**src/hdl/fbc_pkg.sv**
```systemverilog
// shared constants, types and helpers of the frustum box cull block
package fbc_pkg;

    localparam int FRACTION_BITS = 16;
    localparam int PLANE_COUNT   = 6;
    localparam int COORD_W       = 32;
    // coefficient after the floor shift of a 67-bit exact sum
    localparam int COEF_W        = 2 * COORD_W + 3 - FRACTION_BITS;
    localparam int LO_W          = COEF_W / 2;
    localparam int HI_W          = COEF_W - LO_W;
    localparam int TERM_W        = COORD_W + COEF_W;
    localparam int SUM_W         = TERM_W + 2;
    localparam int PSUM_W        = COORD_W + 1;
    localparam int PROD_W        = PSUM_W + COORD_W;
    localparam int ACC_W         = PROD_W + 2;

    localparam logic [1:0] OP_LOAD  = 2'd0;
    localparam logic [1:0] OP_BUILD = 2'd1;
    localparam logic [1:0] OP_TEST  = 2'd2;

    typedef logic signed [COEF_W-1:0] t_coef;
    typedef logic [3:0][COEF_W-1:0]   t_plane;

    typedef struct packed {
        logic signed [COORD_W-1:0] min_x;
        logic signed [COORD_W-1:0] min_y;
        logic signed [COORD_W-1:0] min_z;
        logic signed [COORD_W-1:0] max_x;
        logic signed [COORD_W-1:0] max_y;
        logic signed [COORD_W-1:0] max_z;
    } t_box;

    typedef struct packed {
        logic valid;
        logic last;
    } t_test_tag;

    typedef struct packed {
        logic       valid;
        logic [1:0] coef;
        logic       last;
    } t_gen_tag;

    // matrix row paired with row 3 for each plane
    function automatic logic [1:0] plane_row(input logic [2:0] p);
        logic [1:0] r;
        unique case (p)
            3'd0, 3'd1: r = 2'd0;
            3'd2, 3'd3: r = 2'd1;
            default:    r = 2'd2;
        endcase
        return r;
    endfunction

    function automatic logic plane_minus(input logic [2:0] p);
        return (p == 3'd1) || (p == 3'd2) || (p == 3'd5);
    endfunction

endpackage

```
**src/hdl/fbc_cell.sv**
```systemverilog
// one plane cell of the rotating plane chain
module fbc_cell (
    input  logic           i_clk,
    input  logic           i_rst_n,
    input  logic           i_shift,
    input  fbc_pkg::t_plane i_plane,
    output fbc_pkg::t_plane o_plane
);
    fbc_pkg::t_plane r_plane;

    always_ff @(posedge i_clk) begin
        if (!i_rst_n) begin
            r_plane <= '0;
        end else if (i_shift) begin
            r_plane <= i_plane;
        end
    end

    assign o_plane = r_plane;
endmodule

```
**config.mk**
```make
export PLATFORM = sky130hd
export DESIGN_NAME = fbc_cell
export DESIGN_NICKNAME = d
export VERILOG_FILES = /design/src/hdl/fbc_pkg.sv /design/src/hdl/fbc_cell.sv
export SDC_FILE = /design/constraint.sdc
export NUM_CORES = 1
export LEC_CHECK = 0
export ABC_AREA = 1
export BUFFER_PORTS_ARGS = -buffer_cell sky130_fd_sc_hd__buf_2
export CELL_PAD_IN_SITES_DETAIL_PLACEMENT = 0
export CELL_PAD_IN_SITES_GLOBAL_PLACEMENT = 1
export CORE_AREA = 4 4 149 222
export DETAILED_ROUTE_END_ITERATION = 7
export DIE_AREA = 0 0 153 226
export PLACE_DENSITY_LB_ADDON = 0.12
export SLEW_MARGIN = 25
export SYNTH_ARGS = -nofsm -noshare
export SYNTH_HDL_FRONTEND = slang
export SYNTH_SLANG_ARGS = --single-unit
```
**constraint.sdc**
```tcl
create_clock -name i_clk -period 0.96 [get_ports i_clk]
set_input_delay 0.24 -clock i_clk [delete_from_list [all_inputs] [get_ports i_clk]]
set_output_delay 0.24 -clock i_clk [all_outputs]
set_load 0.01 [all_outputs]
```
==> Yosys cells after proc, flatten, opt, wreduce, memory -nomap -nowiden <==
Index checks and enable logic that the tools add are counted.
{ "totals": {"in_bits": 207, "regBits": 204, "elab_cells": 4} }

==> Depth between registers and ports, before layout <==
Gate-level depths: netlist (run 1).
{ "depth": {"depth_word": 0, "depth_mapped": 5, "depth_no_buf": 4} }

==> Worst setup path after synthesis (run 1) <==
No wires, ideal clock.
{ "synth_path": {"path_kind": "input to register", "start": "input i_shift", "end": "register r_plane (netlist bit o_plane[0])", "slack_ns": 0.020, "setup_time_ns": 0.113, "path_stages": 5, "t_arrival_ns": 0.827, "path_buffers": 3, "required_time_ns": 0.847, "path_cell_list": "buf_2 -> buf_4 -> buf_6 -> nor2_1 -> nor2_1"} }
{ "synth_lines": {"columns": ["element", "line_no", "source"], "rows": [
  ["start: declaration", "fbc_cell.sv:5", "input logic i_shift,"],
  ["end signal: assignment", "fbc_cell.sv:15", "r_plane <= i_plane;"],
  ["end: declaration", "fbc_cell.sv:9", "fbc_pkg::t_plane r_plane;"]
]} }

==> Worst setup path after layout (run 1) <==
{ "layout_path": {"start": "register r_plane (netlist bit o_plane[114])", "end": "output o_plane[114] (netlist name)"} }
{ "layout_lines": {"columns": ["element", "line_no", "source"], "rows": [
  ["end: declaration", "fbc_cell.sv:7", "output fbc_pkg::t_plane o_plane"]
]} }
No word-level cell between the ends.

==> impl_metrics.py, run 1 <==
metrics = {
    "finish": {
        "drive_gt1_share_pct": 36.00,
        "largest_register_ffs": 204,
        "layout_common_cells": "nor2_1, nand2_1, buf_6",
        "fin_nets": 2064,
        "final_cells": 2278,
        "area_growth_syn_to_layout_pct": 78.77,
    },
    "global_route": {
        "use_met1_pct": 17.71,
        "grt_max_degree": 66,
        "gr-usage-met2_pct": 28.15,
        "gr-max-usage-layer": "met2",
        "antenna_found_initial": 0,
        "use_met3_pct": 4.812,
        "grt_usage_pct": 15.83,
        "grt_pass1_vias": 8588,
        "grt_overflow": 0,
        "grt_pass1_wl_um": 44890,
    },
    "worst_hold_path": {
        "hold_depth": 5,
        "hp-class": "primary input to register",
    },
    "worst_setup_path": {
        "crit_type": "register to output pin",
        "start_kind": "register",
        "path_max_fanout": 2,
        "crit_buf_inv": 1,
        "ff2ff_setup_slack_ns": 0.28,
        "cp_slowest_stage_delay_ns": 0.35,
        "crit_cells": 1,
        "crit_arrival_ns": 0.97,
        "slowest_stage": "dfxtp_2",
        "worstPathCellList": "buf_6",
        "rr_worst_depth": 3,
        "end_kind": "output pin",
        "cp_data_required_time_ns": 0.72,
        "cpLargestDelayFamily": "flip-flops",
    },
    "outcome": {
        "violations": "setup timing",
        "status": "finished with violations",
    },
    "detailed_routing": {
        "drc": 0,
        "ant_nets": 0,
        "dr.first_iter.drc_count": 238,
        "wl_um": 28860,
        "drtPass1Iterations": 4,
        "via_per_inst": 3.919,
        "wire_per_inst_um": 12.67,
        "vias": 8927,
    },
    "synth": {
        "synthCells": 1292,
        "syn_avg_cell_area_um2": 6.437,
        "yosys_warnings": 0,
        "ys_types": 8,
        "synth_seq_cells": 204,
        "synth_nets": 1499,
        "ys_top_cells_by_area": "dfxtp_1, nand2_1, nor2_1, inv_1, buf_2",
        "seq_area_frac_synth_pct": 49.10,
        "synth_top_area_share_pct": 49.10,
        "netlist_area_um2": 8317,
        "synth_top_area_cell": "dfxtp_1",
    },
    "sta": {
        "worst_pin_slew_ns": 0.2684,
        "holdWs_ns": 0.02827,
        "fmax_mhz": 823.2,
        "fin_crit_ns": 1.215,
        "maxSlewHeadroom_pct": 82.11,
        "setup_viol": 204,
        "hold_viol_final": 0,
        "timing.final.max_slew_violations": 0,
        "grt_setup_unrepaired": "true",
        "clock_skew_ns": 0,
        "post-route-period-util_pct": 126.5,
        "fin_ws_ns": -0.2547,
    },
    "placed_design": {
        "gp_congestion": 0.7428,
        "dp_hpwl_um": 20440,
        "dp.cells": 2059,
        "portBuffers": 410,
        "preCtsSetupSlack_ns": -0.09622,
    },
    "cts": {
        "clk_path_buf_depth": 3,
        "cts-root-buf": "clkbuf_16",
        "ctsHtreeMaxLevel": 1,
        "cts_buffers": 23,
        "cts.sinks": 204,
        "clkTransAtPathRegs_ns": 0.06,
        "cts_tree": "done",
        "worstSkewPairLatency_ns": 0.51,
    },
    "pwr": {
        "peakVddDrop_v": 0.001088,
        "p_per_area_nw_per_um2": 1562,
        "p_total_mw": 23.22,
        "p_leak_nw": 8.076,
    },
    "die": {
        "io_pins": 411,
        "initial_core_util_pct": 26.80,
        "core.rowCount": 79,
        "die_y_um": 226,
        "die_x_um": 153,
        "core_um2": 31040,
        "die-area_um2": 34580,
    },
    "flow_run": {
        "cap_violations": 0,
    },
}
## routing by layer
| metal | up-vias | part of all wire [%] |
|---|---|---|
| li1 | 4772 | - |
| met1 | 3824 | 39 |
| met2 | 276 | 49 |
| met3 | 55 | 8.1 |
| met4 | 0 | 3.9 |
| met5 | - | 0 |
## power breakdown
group	switching, mW	internal (mW)	total (mW)
clock	3.52	5.79	9.30
sequential	0.421	9.19	9.61
combinational	1.88	2.43	4.30
total	5.82	17.4	23.2
## metrics by stage
step	area [µm²]	utilization (%)	setup TNS [ns]
5_1_grt	14870	47.90	-55.60
2_1_floorplan	8317	-	0
4_1_cts	14830	47.77	-54.54
3_5_place_dp	10780	34.72	-8.242
6_report	14870	47.90	-46.56
3_3_place_gp	10780	34.72	-7.117
## worst reg2reg max path: cells and delay by family, from the launching register on
family	cells	cell delay, ns
buffers and inverters	1	0.12
flip-flops	1	0.33
AND/OR/NAND/NOR	2	0.12
## Yosys cell counts
master and number:
nand2_1 408, nor2_1 408, dfxtp_1 204, inv_1 204, buf_2 47, buf_6 10, clkbuf_1 7, buf_4 4
## final cells by class
cell class              count  area [µm²]
fillers                  3172       16170
repair buffers            608        5399
flip-flops and latches    204        4339
multi-input cells         816        3063
inverters                 204       765.7
clock buffers              33       653.1
well taps                 405       506.7
clock inverters             7       138.9
diodes                      1       2.502
## path summary, 6_finish.rpt
| path | from | end |
|---|---|---|
| worst max-delay path | o_plane[114] | o_plane[114] |
| worst min-delay path | i_plane[165] | o_plane[165] |
| worst max register to register | o_plane[156] | o_plane[156] |
| worst min register to register | o_plane[41] | o_plane[41] |
## cells by family (layout without fill, tap and decap cells)
logic type / after synthesis / after routing / synth area share (%)
DFF: 204 / 204 / 49.10
buffers and inverters: 272 / 852 / 14.07
and+or+nand+nor: 816 / 816 / 36.83
other: 0 / 1 / 0
## repair_timing
action | 4_1_cts | 5_1_grt
resized for setup | 453 | 0
setup buffers | 1 | 5
hold endpoints to repair | 172 | 0
setup endpoints to repair | 204 | 204
hold buffers | 172 | 0
Power figures use the tool's default switching activity.
==> inputs of run 2 (changes only) <==
Settings changed: RECOVER_POWER set to 50.
==> impl_metrics.py, run 2 (same netlist as run 1, synthesis figures left out) <==
metrics = {
    "detailed_routing": {
        "drc": 0,
        "dr.first_iter.drc_count": 238,
        "wire_per_inst_um": 12.67,
        "wl_um": 28860,
        "drtPass1Iterations": 4,
        "via_per_inst": 3.919,
        "ant_nets": 0,
        "vias": 8927,
    },
    "global_route": {
        "grt_max_degree": 66,
        "grt_usage_pct": 15.83,
        "grt_overflow": 0,
        "antenna_found_initial": 0,
        "grt_pass1_wl_um": 44890,
        "grt_pass1_vias": 8588,
    },
    "die": {
        "initial_core_util_pct": 26.80,
        "core.rowCount": 79,
        "die_x_um": 153,
        "core_um2": 31040,
        "io_pins": 411,
        "die_y_um": 226,
        "die-area_um2": 34580,
    },
    "cts": {
        "cts_tree": "done",
        "clk_path_buf_depth": 3,
        "worstSkewPairLatency_ns": 0.51,
        "cts-root-buf": "clkbuf_16",
        "clkTransAtPathRegs_ns": 0.06,
        "ctsHtreeMaxLevel": 1,
        "cts_buffers": 23,
        "cts.sinks": 204,
    },
    "pwr": {
        "power_frac_seq_pct": 41.4,
        "pwr-share-clk_pct": 40.1,
        "intPower_mw": 17.39,
        "p_leak_nw": 8.069,
        "comb_power_share_pct": 18.5,
        "swShare_pct": 25.06,
        "p_total_mw": 23.21,
        "p_switching_mw": 5.816,
        "peakVddDrop_v": 0.001088,
        "p_per_area_nw_per_um2": 1563,
    },
    "worst_setup_path": {
        "r2r-end": "o_plane[156]",
        "end_kind": "output pin",
        "r2r_start": "o_plane[156]",
        "crit_cells": 1,
        "crit_arrival_ns": 0.99,
        "rr_worst_depth": 3,
        "worstPathCellList": "buf_6",
        "endpoint": "o_plane[66]",
        "cp_data_required_time_ns": 0.72,
        "path_max_fanout": 2,
        "start_kind": "register",
        "slowest_stage": "dfxtp_1",
        "crit_buf_inv": 1,
        "crit_type": "register to output pin",
        "cp_slowest_stage_delay_ns": 0.36,
        "ff2ff_setup_slack_ns": 0.28,
        "critPathLaunch": "o_plane[66]",
        "cpLargestDelayFamily": "flip-flops",
    },
    "sta": {
        "post-route-period-util_pct": 127.6,
        "hold_viol_final": 0,
        "fin_ws_ns": -0.2654,
        "clock_skew_ns": 0,
        "grt_setup_unrepaired": "true",
        "worst_pin_slew_ns": 0.2684,
        "timing.final.max_slew_violations": 0,
        "fin_crit_ns": 1.225,
        "maxSlewHeadroom_pct": 82.11,
        "setup_viol": 204,
        "fmax_mhz": 816.1,
    },
    "finish": {
        "fillers": 3176,
        "finish.utilization_pct": 47.84,
        "post-route-cell-area_um2": 14850,
        "area_growth_syn_to_layout_pct": 78.55,
        "fin_nets": 2064,
        "largest_register_ffs": 204,
        "drive_gt1_share_pct": 35.20,
        "layout_common_cells": "nor2_1, nand2_1, buf_6, inv_1, buf_2",
    },
    "placed_design": {
        "dp_hpwl_um": 20440,
        "gp_congestion": 0.7428,
        "portBuffers": 410,
        "placed_cell_area_um2": 10780,
    },
    "flow_run": {
        "cap_violations": 0,
    },
    "outcome": {
        "status": "finished with violations",
        "violations": "setup timing",
    },
    "worst_hold_path": {
        "hp-class": "primary input to register",
    },
}
run 2: cell count changes in the layout (fill, tap and decap cells not counted), sizes merged:
cell / change
buf: -1
clkbuf: +1
run 2: worst min-delay path by stage:
| stage | endpoint | start | cells after the start | slack [ns] |
|---|---|---|---|---|
| 6_report | o_plane[165] | i_plane[165] | 5 | 0.03 |
| 5_1_grt | o_plane[15] | i_plane[15] | 5 | 0.02 |
| 4_1_cts | o_plane[196] | i_plane[196] | 5 | 0.0003 |
| 3_5_place_dp | o_plane[41] | o_plane[41] | 2 | 0.46 |
| 3_3_place_gp | o_plane[98] | o_plane[98] | 2 | 0.45 |
| 2_1_floorplan | o_plane[0] | i_plane[0] | 4 | 0.43 |
run 2: power groups by stage:
stage | Clock (mW) | Combinational, mW | Sequential [mW]
finish | 9.30 | 4.30 | 9.60
global route | 10.0 | 4.78 | 9.68
CTS | 9.76 | 4.35 | 9.61
detailed placement | 0 | 3.12 | 9.54
global placement | 0 | 3.11 | 9.52
floorplan | 0 | 1.39 | 9.81
run 2: final cells by class:
cell class	count	area, µm²	area share (%)
multi-input cells	816	3063	20.63
flip-flops and latches	204	4322	29.10
clock buffers	33	653.1	4.398
diodes	1	2.502	0.01685
inverters	204	765.7	5.157
repair buffers	608	5398	36.35
well taps	405	506.7	3.413
clock inverters	7	138.9	0.9353
run 2: layer usage:
layer  wire (µm)  vias up  share of wire [%]  GRT usage [%]
met5           0        -                  0              0
met4        1118        0                3.9          6.270
met3        2344       55                8.1          4.812
met2       14250      276                 49          28.15
met1       11150     3824                 39          17.71
li1            -     4772                  -              -
run 2: what timing repair did:
action                                  CTS  global route
cloned                                    0             0
endpoints found under the hold margin   172             0
pin swaps                                 0             0
hold buffers                            172             0
gates resized for setup                 453             0
endpoints found under the setup margin  204           204
setup buffers                             1             5
run 2: through the flow:
stage	setup TNS [ns]	hold slack [ns]	worst slack, ns	std cells
6_report	-46.88	0.02827	-0.2654	2278
4_1_cts	-54.54	0.0002854	-0.3021	2272
3_3_place_gp	-7.117	0.4533	-0.08921	2059
5_1_grt	-56.04	0.01707	-0.3094	2277
2_1_floorplan	0	0.4282	0.02017	1292
3_5_place_dp	-8.242	0.4590	-0.09622	2059
==> inputs of run 3 (changes only) <==
Settings changed: CORE_AREA 4 4 149 222 to 4 4 141 211, DIE_AREA 0 0 153 226 to 0 0 145 215.
Clock period 0.96 ns to 1.3 ns, I/O delays scaled along.
==> impl_metrics.py, run 3 (same netlist as run 1, synthesis figures left out) <==
metrics = {
    "sta": {
        "tns_ns": 0,
        "worst_pin_slew_ns": 0.7352,
        "timing.final.max_slew_violations": 0,
        "clock_skew_ns": 0,
        "hold_viol_final": 0,
        "setup_viol": 0,
        "grt_setup_unrepaired": "true",
        "maxSlewHeadroom_pct": 50.99,
        "fin_crit_ns": 1.295,
        "fmax_mhz": 772.2,
        "post-route-period-util_pct": 99.62,
    },
    "die": {
        "initial_core_util_pct": 29.84,
        "die_x_um": 145,
        "io_pins": 411,
        "die-area_um2": 31180,
        "core_um2": 27870,
        "die_y_um": 215,
        "core.rowCount": 75,
    },
    "worst_setup_path": {
        "cp_data_required_time_ns": 0.98,
        "crit_cells": 1,
        "rr_worst_depth": 3,
        "path_max_fanout": 2,
        "r2r_start": "o_plane[8]",
        "start_kind": "register",
        "r2r-end": "o_plane[8]",
        "worstPathCellList": "buf_6",
        "cp_slowest_stage_delay_ns": 0.36,
        "ff2ff_setup_slack_ns": 0.62,
        "crit_arrival_ns": 0.97,
        "end_kind": "output pin",
        "slowest_stage": "dfxtp_2",
        "crit_type": "register to output pin",
        "crit_buf_inv": 1,
        "cpLargestDelayFamily": "flip-flops",
    },
    "finish": {
        "post-route-cell-area_um2": 13000,
        "drive_gt1_share_pct": 39.92,
        "largest_register_ffs": 204,
        "area_growth_syn_to_layout_pct": 56.30,
        "layout_common_cells": "nor2_1, nand2_1, buf_6",
        "fin_nets": 1897,
        "fillers": 3007,
    },
    "detailed_routing": {
        "via_per_inst": 4.056,
        "dr.first_iter.drc_count": 287,
        "top_layer_used": "met5",
        "drt-met1-wl_um": 10170,
        "wire_per_inst_um": 13.24,
        "met3_length_um": 2471,
        "drtPass1Iterations": 4,
        "vias": 8343,
        "drc": 0,
        "wl_um": 27230,
        "wl_met2_um": 13830,
        "ant_nets": 0,
    },
    "global_route": {
        "grt_usage_pct": 16.71,
        "grt_max_degree": 52,
        "antenna_found_initial": 7,
        "grt_overflow": 0,
        "grt_pass1_wl_um": 42570,
        "grt_pass1_vias": 7956,
    },
    "pwr": {
        "p_leak_nw": 7.341,
        "peakVddDrop_v": 0.0007910,
        "p_per_area_nw_per_um2": 1241,
    },
    "cts": {
        "clkTransAtPathRegs_ns": 0.06,
        "cts_buffers": 23,
        "cts_tree": "done",
        "ctsHoldBuffers": 0,
        "worstSkewPairLatency_ns": 0.51,
        "ctsHtreeMaxLevel": 1,
        "cts.sinks": 204,
        "clk_path_buf_depth": 3,
        "cts-root-buf": "clkbuf_16",
    },
    "outcome": {
        "status": "finished clean",
    },
    "worst_hold_path": {
        "hold_end": "o_plane[176]",
        "worstHoldStart": "i_plane[176]",
        "hold_depth": 5,
        "hp-class": "primary input to register",
    },
    "placed_design": {
        "gp_congestion": 0.7712,
        "portBuffers": 410,
        "dp_hpwl_um": 20030,
        "placed_cell_area_um2": 10750,
    },
    "flow_run": {
        "cap_violations": 0,
    },
}
==> run 3: cell types whose count changed in the layout (fill, tap and decap cells not counted), sizes merged <==
| cell | delta |
|---|---|
| buf | -2 |
| bufinv | -4 |
| clkbuf | +10 |
| clkinv | +3 |
| diode | +4 |
| dlygate4sd3 | -172 |
| inv | -1 |
==> run 3: worst max path at each step <==
stage | end | from | slack, ns
detailed placement | o_plane[112] | i_shift | 0.13
CTS | o_plane[154] | o_plane[154] | -0.04
floorplan | o_plane[0] | i_shift | 0.28
global placement | o_plane[112] | i_shift | 0.12
finish | o_plane[154] | o_plane[154] | 0.005
global route | o_plane[121] | o_plane[121] | -0.03
==> run 3: final cells by class <==
cell class	instances	area (µm²)	area share, %
Tap cell	346	432.9	3.330
Clock buffer	36	704.4	5.419
Multi-Input combinational cell	816	3063	23.56
Inverter	204	765.7	5.891
Sequential cell	204	4339	33.38
Timing Repair Buffer	441	3656	28.13
Antenna cell	5	12.51	0.09626
Clock inverter	5	25.02	0.1925
==> run 3: power breakdown <==
part / total, mW / internal [mW] / switching [mW]
clock: 6.29 / 3.70 / 2.59
sequential: 7.10 / 6.79 / 0.312
combinational: 2.75 / 1.44 / 1.30
total: 16.1 / 11.9 / 4.20
==> run 3: timing repair <==
item / 4_1_cts / 5_1_grt
pin swaps: 0 / 0
setup endpoints to repair: 204 / 191
endpoints found under the hold margin: 0 / 0
gates resized for setup: 444 / 0
buffers inserted: 4 / 6
==> run 3: tightest hold or removal path, delay by kind of cell <==
| family | cells | cell delay [ns] |
|---|---|---|
| simple gates | 3 | 0.12 |
| buf+inv | 2 | 0.13 |
==> run 3: metrics by stage <==
step | instances | setup slack, ns | utilization, % | power [mW] | hold WS (ns)
floorplan | 1292 | 0.2752 | - | 8.271 | 0.4924
global placement | 2001 | 0.1185 | 38.56 | 9.344 | 0.4531
detailed placement | 2001 | 0.1281 | 38.56 | 9.361 | 0.4588
CTS | 2046 | -0.03930 | 46.78 | 16.48 | 0.06380
global route | 2056 | -0.03499 | 46.63 | 17.02 | 0.08115
finish | 2057 | 0.004938 | 46.64 | 16.13 | 0.09673
==> run 3: routing by layer <==
layer,vias to the layer above,track usage (%)
met5,-,0
met1,3597,17.61
met2,259,30.53
met3,42,6.174
met4,6,5.864
li1,4439,-
